`src/hw/rtl/wpt_pkg.sv`:
```
// Shared types, constants and tables for the waypoint path tracker.
// No dependencies; every other file refers to it by scoped names.
package wpt_pkg;

  // Path store geometry
  localparam int PATH_DEPTH = 64;
  localparam int AW         = (PATH_DEPTH > 1) ? $clog2(PATH_DEPTH) : 1;
  localparam int CW         = $clog2(PATH_DEPTH + 1);
  localparam int TW         = ((AW > 6) ? AW : 6) + 1;
  localparam int CNT_W      = (CW > 6) ? CW : 6;

  // Scan pipeline depth after the read address, square root steps
  localparam int SCAN_LAT   = 3;
  localparam int ROOT_STEPS = 32;

  // Angle unit widths (angles in Q16 radians)
  localparam int AT_W         = 51;
  localparam int Z_W          = 20;
  localparam int CORDIC_STEPS = 16;
  localparam int STEP_W       = $clog2(CORDIC_STEPS);

  localparam logic signed [Z_W-1:0] PI_Q16      = 20'sd205887;
  localparam logic signed [Z_W-1:0] TWO_PI_Q16  = 20'sd411774;
  localparam logic signed [Z_W-1:0] HALF_PI_Q16 = 20'sd102944;

  localparam logic signed [Z_W-1:0] ATAN_TAB [CORDIC_STEPS] = '{
    20'sd51472, 20'sd30386, 20'sd16055, 20'sd8150, 20'sd4091, 20'sd2047,
    20'sd1024, 20'sd512, 20'sd256, 20'sd128, 20'sd64, 20'sd32, 20'sd16,
    20'sd8, 20'sd4, 20'sd2
  };

  // Configuration port
  localparam int CFG_IDX_W  = 3;
  localparam int CFG_DATA_W = 31;

  typedef enum logic [CFG_IDX_W-1:0] {
    CFG_LOOKAHEAD = 3'd0,
    CFG_LIN_GAIN  = 3'd1,
    CFG_ANG_GAIN  = 3'd2,
    CFG_XT_GAIN   = 3'd3,
    CFG_GOAL      = 3'd4,
    CFG_DEADBAND  = 3'd5
  } cfg_idx_t;

  typedef enum logic [1:0] {
    OP_CLEAR  = 2'd0,
    OP_APPEND = 2'd1,
    OP_POSE   = 2'd2,
    OP_TICK   = 2'd3
  } op_t;

  typedef enum logic [4:0] {
    ST_IDLE,
    ST_POSE_MUL,
    ST_POSE_ATAN,
    ST_POSE_WAIT,
    ST_SCAN,
    ST_DRAIN,
    ST_TGT,
    ST_TGT_RD,
    ST_DELTA,
    ST_SQ,
    ST_ROOT_INIT,
    ST_ROOT,
    ST_HEAD_WAIT,
    ST_ERR,
    ST_CTG,
    ST_CORR,
    ST_CORR_WAIT,
    ST_SUM,
    ST_ANG,
    ST_FIN
  } ctrl_state_t;

  typedef enum logic [1:0] {
    AT_IDLE,
    AT_NORM,
    AT_ROT
  } atan_state_t;

  // Controller to datapath
  typedef struct packed {
    logic          wp_clear;
    logic          wp_append;
    logic          pose_cap;
    logic          pose_mul;
    logic          pose_atan;
    logic          yaw_load;
    logic          scan_init;
    logic          scan_issue;
    logic [AW-1:0] rd_addr;
    logic          tgt_load;
    logic          tgt_rd;
    logic          delta_load;
    logic          sq_load;
    logic          root_init;
    logic          root_step;
    logic          d_load;
    logic          err_load;
    logic          ctg_load;
    logic          corr_start;
    logic          sum_load;
    logic          ang_load;
    logic          out_load;
  } ctrl_cmd_t;

  // Datapath to controller
  typedef struct packed {
    logic [CW-1:0] total;
    logic          atan_busy;
    logic          need_corr;
  } dp_status_t;

endpackage

```
`src/hw/rtl/wpt_ctrl.sv`:
```
// Controller: sequences each accepted word through the datapath and owns
// the input stall and the output valid. Depends on wpt_pkg.
module wpt_ctrl (
  input  logic                 clk,
  input  logic                 rst_n,
  input  logic                 in_valid,
  input  logic [1:0]           in_operation,
  output logic                 in_stall,
  output logic                 out_valid,
  input  logic                 out_stall,
  output wpt_pkg::ctrl_cmd_t   cmd,
  input  wpt_pkg::dp_status_t  status
);

  wpt_pkg::ctrl_state_t      state_r, state_nxt;
  logic [wpt_pkg::CNT_W-1:0] cnt_r, cnt_nxt;
  logic                      out_valid_r;
  logic                      out_free;
  logic                      scan_last;

  assign out_free  = !out_valid_r || !out_stall;
  assign scan_last = (cnt_r == wpt_pkg::CNT_W'(status.total) - wpt_pkg::CNT_W'(1));

  // Next state
  always_comb begin
    state_nxt = state_r;
    case (state_r)
      wpt_pkg::ST_IDLE: begin
        if (in_valid) begin
          case (wpt_pkg::op_t'(in_operation))
            wpt_pkg::OP_POSE: state_nxt = wpt_pkg::ST_POSE_MUL;
            wpt_pkg::OP_TICK: begin
              if (status.total != '0) state_nxt = wpt_pkg::ST_SCAN;
            end
            default: state_nxt = wpt_pkg::ST_IDLE;
          endcase
        end
      end
      wpt_pkg::ST_POSE_MUL:  state_nxt = wpt_pkg::ST_POSE_ATAN;
      wpt_pkg::ST_POSE_ATAN: state_nxt = wpt_pkg::ST_POSE_WAIT;
      wpt_pkg::ST_POSE_WAIT: begin
        if (!status.atan_busy) state_nxt = wpt_pkg::ST_IDLE;
      end
      wpt_pkg::ST_SCAN: begin
        if (scan_last) state_nxt = wpt_pkg::ST_DRAIN;
      end
      wpt_pkg::ST_DRAIN: begin
        if (cnt_r == wpt_pkg::CNT_W'(wpt_pkg::SCAN_LAT - 1)) state_nxt = wpt_pkg::ST_TGT;
      end
      wpt_pkg::ST_TGT:       state_nxt = wpt_pkg::ST_TGT_RD;
      wpt_pkg::ST_TGT_RD:    state_nxt = wpt_pkg::ST_DELTA;
      wpt_pkg::ST_DELTA:     state_nxt = wpt_pkg::ST_SQ;
      wpt_pkg::ST_SQ:        state_nxt = wpt_pkg::ST_ROOT_INIT;
      wpt_pkg::ST_ROOT_INIT: state_nxt = wpt_pkg::ST_ROOT;
      wpt_pkg::ST_ROOT: begin
        if (cnt_r == wpt_pkg::CNT_W'(wpt_pkg::ROOT_STEPS - 1)) state_nxt = wpt_pkg::ST_HEAD_WAIT;
      end
      wpt_pkg::ST_HEAD_WAIT: begin
        if (!status.atan_busy) state_nxt = wpt_pkg::ST_ERR;
      end
      wpt_pkg::ST_ERR: state_nxt = wpt_pkg::ST_CTG;
      wpt_pkg::ST_CTG: state_nxt = wpt_pkg::ST_CORR;
      wpt_pkg::ST_CORR: begin
        state_nxt = status.need_corr ? wpt_pkg::ST_CORR_WAIT : wpt_pkg::ST_SUM;
      end
      wpt_pkg::ST_CORR_WAIT: begin
        if (!status.atan_busy) state_nxt = wpt_pkg::ST_SUM;
      end
      wpt_pkg::ST_SUM: state_nxt = wpt_pkg::ST_ANG;
      wpt_pkg::ST_ANG: state_nxt = wpt_pkg::ST_FIN;
      wpt_pkg::ST_FIN: begin
        if (out_free) state_nxt = wpt_pkg::ST_IDLE;
      end
      default: state_nxt = wpt_pkg::ST_IDLE;
    endcase
    // Step counter restarts on every state change
    cnt_nxt = (state_nxt != state_r) ? '0 : cnt_r + 1'b1;
  end

  // Commands
  always_comb begin
    cmd      = '0;
    in_stall = (state_r != wpt_pkg::ST_IDLE);
    case (state_r)
      wpt_pkg::ST_IDLE: begin
        if (in_valid) begin
          case (wpt_pkg::op_t'(in_operation))
            wpt_pkg::OP_CLEAR:  cmd.wp_clear  = 1'b1;
            wpt_pkg::OP_APPEND: cmd.wp_append = 1'b1;
            wpt_pkg::OP_POSE:   cmd.pose_cap  = 1'b1;
            wpt_pkg::OP_TICK:   cmd.scan_init = 1'b1;
            default: begin
            end
          endcase
        end
      end
      wpt_pkg::ST_POSE_MUL:  cmd.pose_mul  = 1'b1;
      wpt_pkg::ST_POSE_ATAN: cmd.pose_atan = 1'b1;
      wpt_pkg::ST_POSE_WAIT: cmd.yaw_load  = !status.atan_busy;
      wpt_pkg::ST_SCAN: begin
        cmd.scan_issue = 1'b1;
        cmd.rd_addr    = cnt_r[wpt_pkg::AW-1:0];
      end
      wpt_pkg::ST_DRAIN:     cmd.tgt_rd     = 1'b0;
      wpt_pkg::ST_TGT:       cmd.tgt_load   = 1'b1;
      wpt_pkg::ST_TGT_RD:    cmd.tgt_rd     = 1'b1;
      wpt_pkg::ST_DELTA:     cmd.delta_load = 1'b1;
      wpt_pkg::ST_SQ:        cmd.sq_load    = 1'b1;
      wpt_pkg::ST_ROOT_INIT: cmd.root_init  = 1'b1;
      wpt_pkg::ST_ROOT:      cmd.root_step  = 1'b1;
      wpt_pkg::ST_HEAD_WAIT: cmd.d_load     = 1'b1;
      wpt_pkg::ST_ERR:       cmd.err_load   = 1'b1;
      wpt_pkg::ST_CTG:       cmd.ctg_load   = 1'b1;
      wpt_pkg::ST_CORR:      cmd.corr_start = status.need_corr;
      wpt_pkg::ST_SUM:       cmd.sum_load   = 1'b1;
      wpt_pkg::ST_ANG:       cmd.ang_load   = 1'b1;
      wpt_pkg::ST_FIN:       cmd.out_load   = out_free;
      default: begin
      end
    endcase
  end

  always_ff @(posedge clk) begin
    if (!rst_n) begin
      state_r     <= wpt_pkg::ST_IDLE;
      cnt_r       <= '0;
      out_valid_r <= 1'b0;
    end else begin
      state_r <= state_nxt;
      cnt_r   <= cnt_nxt;
      if (cmd.out_load) begin
        out_valid_r <= 1'b1;
      end else if (!out_stall) begin
        out_valid_r <= 1'b0;
      end
    end
  end

  assign out_valid = out_valid_r;

endmodule
```
`config.mk`:
```
export PLATFORM = sky130hd
export DESIGN_NAME = wpt_ctrl
export DESIGN_NICKNAME = d
export VERILOG_FILES = /design/src/hw/rtl/wpt_pkg.sv /design/src/hw/rtl/wpt_ctrl.sv
export SDC_FILE = /design/constraint.sdc
export NUM_CORES = 1
export LEC_CHECK = 0
export BUFFER_PORTS_ARGS = -buffer_cell sky130_fd_sc_hd__buf_2
export CAP_MARGIN = 40
export CORE_MARGIN = 2
export CORE_UTILIZATION = 50
export DETAILED_ROUTE_END_ITERATION = 7
export PLACE_DENSITY = 0.79
export SYNTH_ARGS = -nofsm -noshare
export SYNTH_HDL_FRONTEND = slang
export SYNTH_SLANG_ARGS = --single-unit
```
`constraint.sdc`:
```
create_clock -name clk -period 3.75 [get_ports clk]
set_clock_uncertainty 0.2 [all_clocks]
set_input_delay 1.125 -clock clk [delete_from_list [all_inputs] [get_ports clk]]
set_output_delay 1.125 -clock clk [all_outputs]
set_load 0.05 [all_outputs]
```
### After elaboration in Yosys (flattened, before gate mapping)

Index checks and enable logic that the tools add are counted.

* add/sub/neg operators: 2
* reductions and logical operators: 9
* magnitude comparators: 0
* muxes and demuxes: 39
* multipliers: 0
* divide/modulo/power cells: 0
* shift-type cells: 0
* bitwise gates (word level): 1
* eq/ne operators: 27

Operators by type and width (count)
* case mux 5 bit (20 select lines): 1
* 2-to-1 mux 5 bit: 9
* equality test 5 x 4 -> 1 bit (second input constant): 8
* 2-to-1 mux 1 bit: 25
* equality test 5 x 3 -> 1 bit (second input constant): 4
* equality test 5 bit (second input constant): 4
* equality test 5 x 2 -> 1 bit (second input constant): 2
* case mux 5 bit (2 select lines): 1
* adder 7 x 1 -> 7 bit (second input constant): 1
* equality test 7 x 2 -> 1 bit (second input constant): 1
* equality test 7 x 5 -> 1 bit (second input constant): 1
* equality test 7 bit: 1
* 2-to-1 mux 7 bit: 1
* nonzero test 7 bit: 1
* subtractor 7 x 1 -> 7 bit (second input constant): 1
* 2-to-1 mux 3 bit: 2
* equality test 5 x 1 -> 1 bit (second input constant): 1
* zero test 5 bit: 1
* != test 5 bit: 1
* nonzero test 5 bit: 1
* equality test 2 bit (second input constant): 2
* zero test 1 bit: 3
* equality test 2 x 1 -> 1 bit (second input constant): 1
* zero test 2 bit: 1
* 4 further kinds: 4

* input port bits: 15
* latch bits: 0
* RAM bits: 0
* memory bits (read-only): 0
* memories kept: 0
* register bits: 13
* output and inout port bits: 29

### Logic depth before layout (Yosys ltp)

Gate-level depths: netlist (run 1).

* word-level depth: 7
* mapped depth: 7

### Worst setup path after synthesis (run 1)

OpenSTA, ideal clock, no wires.

* kind: input port to output port
* from: input port status[1] in the netlist's numbering
* to: output port cmd[21] in the netlist's numbering
* path buffers: 0
* data required time: 2425 ps
* data arrival time: 2624 ps
* stages: 1
* path slack: -199 ps
* path through: nor4_1

* word-level cells in the longest chain between the ends: 2

Ends and longest elaborated chain
* start, declared: line wpt_ctrl.sv:12 `input wpt_pkg::dp_status_t status`
* zero test 1 bit: line wpt_ctrl.sv:99 `wpt_pkg::ST_POSE_WAIT: cmd.yaw_load = !status.atan_busy;`
* 2-to-1 mux 1 bit: line wpt_ctrl.sv:84 `case (state_r)`
* end, declared: line wpt_ctrl.sv:11 `output wpt_pkg::ctrl_cmd_t cmd,`

No other way between the ends.

==> results.toml, run 1 <==
[cells_and_area]
stdcell_area_sq_um = 1570
multiInputGateArea_sq_um = 990
final_cell_mix = "buf_2 (43), nor2_1 (22), dfxtp_1 (13)"
regArea_sq_um = 260
final_common_cell = "buf_2"
insertedDiodeCount = 0
fin_nets = 228
n_fill_cell = 219
drive_above_1_share_pct = 30.1
area.growth.synth_to_final_pct = 19.2

[global_routing]
grt_busiest_layer = "met2"
met1_usage_pct = 31.0
grt-ovfl-total = 0
grt_max_degree = 16
grt_usage_pct = 24.2
antenna_found_initial = 0
grt_pass1_vias = 1329
use_met3_pct = 3.51
grtUsageMet2_pct = 41.5
grt_pass1_wl_um = 6170

[synthesis]
synth_ff_type = "dfxtp_1"
async_reset_ff_share_pct = 0
synth-seq-cells = 13
synthCells = 168
synth_top_area_share_pct = 19.8
ys_top_cells_by_area = "dfxtp_1 (20%), nor2_1 (6.3%), nor4_1 (4.8%)"
synth_area_sq_um = 1320
synth_edf_count = 0
yosys.area.top_type = "dfxtp_1"
syn_area_per_cell_sq_um = 7.83
synth_warnings = 0
ys_seq_area_share_pct = 19.8
syn_nets = 186
ys_types = 51

[setup_path]
rrSetupSlack_ns = 1.21
cp-startpoint = "state_r[2]$_SDFF_PN0_"
endpoint = "cmd[14]"
timing.rr.start = "state_r[2]$_SDFF_PN0_"
crit_buf_inv = 1
rr_endpoint = "cnt_r[5]$_SDFF_PP0_"
path_depth = 4
cp_top_family = "simple AND/OR/NAND/NOR gates"
crit_chain = "or3b_4 > nor3_4 > and2_1 > buf_2"
worst_path_largest_cell_delay_ns = 0.55
critPathCaptureType = "output port"
worst_setup_path_start_kind = "register"
required_ns = 2.42
rr_worst_depth = 5
cpMaxStageDelayCell = "dfxtp_1"
arrival_ns = 1.99
worst-setup-path-type = "register to output port"
path_max_fanout = 11

[clocking]
insertion_delay_ns = 0.28
clockRootBuffer = "clkbuf_4"
postCtsResizedCells = 0
clk_pin_slew_worst_paths_ns = 0.08
cts_num_sinks = 13
clk_path_buf_depth = 2
cts_tree = "yes"
post_cts_buffers = 0
cts_made_buffers = 3
hold_buffers = 0
htreeDepth = 1

[routing]
drtIter0Drc = 40
postRouteAntennaNets = 0
vias_per_cell = 5.91
route.detailed.drc = 0
finalWirelength_um = 3520
num_vias = 1412
wl_per_cell_um = 14.7
dr.pass1.iters = 4

[sta]
setup_tns_ns = 0
min_period_ns = 3.31
drv_slew = 0
rsz0062_at_grt = "false"
fmax_ghz = 0.302
relSlewSlack_pct = 51.3
setup_viol = 0
hold_viol = 0
fin_crit_sh_pct = 88.3
worst_slew_pin_slew_ns = 0.723
whs_ns = 0.395

[power]
leakagePower_nw = 0.686
finalPower_mw = 0.441
powerDensity_nw_per_um2 = 281
vdd_drop_max_mv = 0.266

[place]
gp_congestion = 0.922
dp_hpwl_um = 2760
place_area_sq_um = 1540
portBuffers = 43

[flow_run]
drv_cap = 0

[die]
core_sq_um = 2480
die-area_sq_um = 3060
core.rowCount = 18
die_y_um = 55.3
start_util_pct = 53.1
ios = 44
die_x_um = 55.3

[status]
status = "finished, final reports clean"

[hold_path]
hp-class = "register to register"
==> metrics by stage <==
step | std cells | setup WS (ns) | util (%)
floorplan | 168 | 0.0449 | -
global placement | 235 | 0.400 | 62.2
detailed placement | 235 | 0.243 | 62.2
CTS | 239 | 0.453 | 63.3
global route | 239 | 0.314 | 63.3
finish | 239 | 0.439 | 63.3
==> power by group <==
group	switching [mW]	internal, mW
clock	0.0477	0.0396
sequential	0.0208	0.147
combinational	0.120	0.0660
total	0.189	0.252
==> flip-flops by register name (all words and copies together) (netlist names) <==
signal and cells:
out_valid 1, cnt_r 7, state_r 5
==> cells by family (layout without fill, tap and decap cells) <==
kind of cell / count (synthesis) / count (layout) / synth area share (%)
flip-flops: 13 / 13 / 19.8
adder cells (fa/ha/maj): 3 / 3 / 2.85
XOR/XNOR: 14 / 14 / 9.32
AO/OA/AOI/OAI: 31 / 31 / 22.1
buffers and inverters: 14 / 55 / 5.42
AND/OR/NAND/NOR: 93 / 93 / 40.5
==> worst min-delay path by stage <==
stage | end | cells past startpoint | from | slack [ns]
finish | cnt_r[6]$_SDFF_PP0_ | 2 | cnt_r[6]$_SDFF_PP0_ | 0.39
global route | cnt_r[6]$_SDFF_PP0_ | 2 | cnt_r[6]$_SDFF_PP0_ | 0.46
CTS | cnt_r[6]$_SDFF_PP0_ | 2 | cnt_r[6]$_SDFF_PP0_ | 0.40
detailed placement | cnt_r[6]$_SDFF_PP0_ | 2 | cnt_r[6]$_SDFF_PP0_ | 0.38
global placement | cnt_r[0]$_SDFF_PP0_ | 1 | cnt_r[0]$_SDFF_PP0_ | 0.38
floorplan | cnt_r[0]$_SDFF_PP0_ | 1 | cnt_r[0]$_SDFF_PP0_ | 0.31
==> cells in the mapped netlist (2+ instances only) <==
| master | count |
|---|---|
| nand2_1 | 10 |
| and2_1 | 8 |
| inv_1 | 6 |
| nor3b_1 | 2 |
| nand3b_1 | 2 |
| nor4_1 | 10 |
| ha_1 | 3 |
| buf_6 | 2 |
| xnor2_1 | 7 |
| xor2_1 | 7 |
| a21oi_1 | 6 |
| clkbuf_1 | 3 |
| buf_2 | 3 |
| a211oi_1 | 2 |
| and3_1 | 2 |
| nor2_1 | 22 |
| or3b_1 | 2 |
| nand4_1 | 3 |
| and2_2 | 2 |
| nor2b_1 | 3 |
| dfxtp_1 | 13 |
| nand3_1 | 2 |
| or2_1 | 2 |
| nor3_1 | 9 |
| o21ai_0 | 4 |
| o21a_1 | 3 |
| nand2b_1 | 5 |
| o2111ai_1 | 2 |
==> final cells by class <==
| cell class | instances | area share (%) |
|---|---|---|
| sequential | 13 | 16.6 |
| inverter | 6 | 1.44 |
| clock inverter | 1 | 0.319 |
| multi-input combinational | 141 | 63.1 |
| timing repair buffer | 45 | 14.7 |
| tap | 30 | 2.39 |
| clock buffer | 3 | 1.44 |
==> per-layer routing <==
metal | wire length, um | part of all wire, % | vias to the layer above
met2 | 1770 | 50 | 53
met4 | 25 | 0.71 | 0
met1 | 1490 | 42 | 660
met3 | 246 | 7.0 | 4
met5 | 0 | 0 | -
li1 | - | - | 695
==> worst reg2reg max path, cell delays in order, from the launching register on <==
cell       delay [ns]
dfxtp_1          0.55
or3b_4           0.48
nor3_4           0.24
o2111ai_1        0.21
o41ai_2          0.62
nor4_1           0.11
Note: power is estimated with default switching activity, not from simulation.
==> run 2: changes to the inputs <==
Settings changed: BUFFER_PORTS_ARGS -buffer_cell sky130_fd_sc_hd__buf_2 to not set, CORE_UTILIZATION 50 to 63, DONT_BUFFER_PORTS set to 1.
==> results.toml, run 2 (synthesis gave the netlist of run 1 again) <==
[sta]
setup_tns_ns = 0
drv_slew = 0
setup_viol = 0
min_period_ns = 3.30
hold_viol = 0
rsz0062_at_grt = "false"
worst_slew_pin_slew_ns = 0.641
relSlewSlack_pct = 56.8
fin_crit_sh_pct = 88.0
fmax_ghz = 0.303

[place]
dp.cells = 209
portBuffers = 0
dp_hpwl_um = 2500
place_area_sq_um = 1480
gp_congestion = 0.868

[power]
vdd_drop_max_mv = 0.290
leakagePower_nw = 0.579
powerDensity_nw_per_um2 = 280
finalPower_mw = 0.423

[setup_path]
worst_setup_path_start_kind = "register"
arrival_ns = 1.98
timing.rr.start = "state_r[2]$_SDFF_PN0_"
cp-startpoint = "state_r[2]$_SDFF_PN0_"
path_max_fanout = 11
worst-setup-path-type = "register to output port"
required_ns = 2.42
critPathCaptureType = "output port"

[die]
die_x_um = 49.7
start_util_pct = 67.0
die-area_sq_um = 2470
core.rowCount = 16
ios = 44
core_sq_um = 1960
die_y_um = 49.7

[routing]
finalWirelength_um = 3180
wl_per_cell_um = 14.9
dr.pass1.iters = 4
num_vias = 1296
drtIter0Drc = 34
vias_per_cell = 6.08
postRouteAntennaNets = 0
route.detailed.drc = 0

[global_routing]
grt_usage_pct = 27.5
grt_pass1_wl_um = 5290
antenna_found_initial = 0
grt_busiest_layer = "met2"
use_met3_pct = 7.27
grt_max_degree = 17
grt_pass1_vias = 1134
grtUsageMet2_pct = 48.7
met1_usage_pct = 33.9
grt-ovfl-total = 0

[hold_path]
holdCritStartpoint = "cnt_r[6]$_SDFF_PP0_"
hp-class = "register to register"

[clocking]
insertion_delay_ns = 0.27
clk_path_buf_depth = 2
post_cts_buffers = 0
clk_pin_slew_worst_paths_ns = 0.08
hold_buffers = 0
clockRootBuffer = "clkbuf_4"
cts_made_buffers = 3
cts_num_sinks = 13
postCtsResizedCells = 0
cts_tree = "yes"
htreeDepth = 1

[cells_and_area]
largest_reg_flops = 7
drive_above_1_share_pct = 22.0
top_register = "cnt_r"
stdcell_area_sq_um = 1510
fin_nets = 205
n_fill_cell = 156
insertedDiodeCount = 0
final_cell_mix = "nor2_1 (22), buf_4 (22), dfxtp_1 (13)"
area.growth.synth_to_final_pct = 14.7
finalNonFillerCells = 213

[flow_run]
drv_cap = 0

[status]
status = "finished, final reports clean"
run 2: report_power, final:
part           switching (mW)  leakage, nW  internal, mW
combinational           0.115        0.458        0.0634
clock                  0.0425       0.0150        0.0412
sequential             0.0141        0.105         0.147
total                   0.172        0.579         0.251
run 2: worst paths after layout:
check,end,slack [ns],cells after the start
worst min-delay path,cnt_r[6]$_SDFF_PP0_,0.41,2
worst max-delay path,cmd[16],0.45,3
worst max register to register,cnt_r[4]$_SDFF_PP0_,1.29,5
worst min register to register,cnt_r[6]$_SDFF_PP0_,0.41,2
run 2: critical path, stage by stage, from the launching register on:
cell	delay (ns)
dfxtp_1	0.52
or3b_4	0.47
nor3_4	0.22
and2_1	0.48
run 2: area by class of cell:
| cell class | count | area [sq um] | area share [%] |
|---|---|---|---|
| Tap cell | 27 | 33.8 | 2.24 |
| Timing Repair Buffer | 22 | 165 | 10.9 |
| Multi-Input combinational cell | 141 | 1000 | 66.3 |
| Clock buffer | 4 | 26.3 | 1.74 |
| Inverter | 6 | 22.5 | 1.49 |
| Sequential cell | 13 | 260 | 17.2 |
run 2: routing by layer:
layer / vias to the layer above / share of wire (%)
met4: 0 / 0
met2: 54 / 52
met1: 596 / 41
li1: 646 / -
met5: - / 0
met3: 0 / 7.1
run 2: through the flow:
stage	worst slack (ns)	util, %	hold slack [ns]
finish	0.449	76.9	0.409
detailed placement	0.449	75.6	0.386
floorplan	0.0449	-	0.313
global placement	0.542	75.6	0.377
global route	0.363	76.9	0.453
CTS	0.432	76.9	0.398
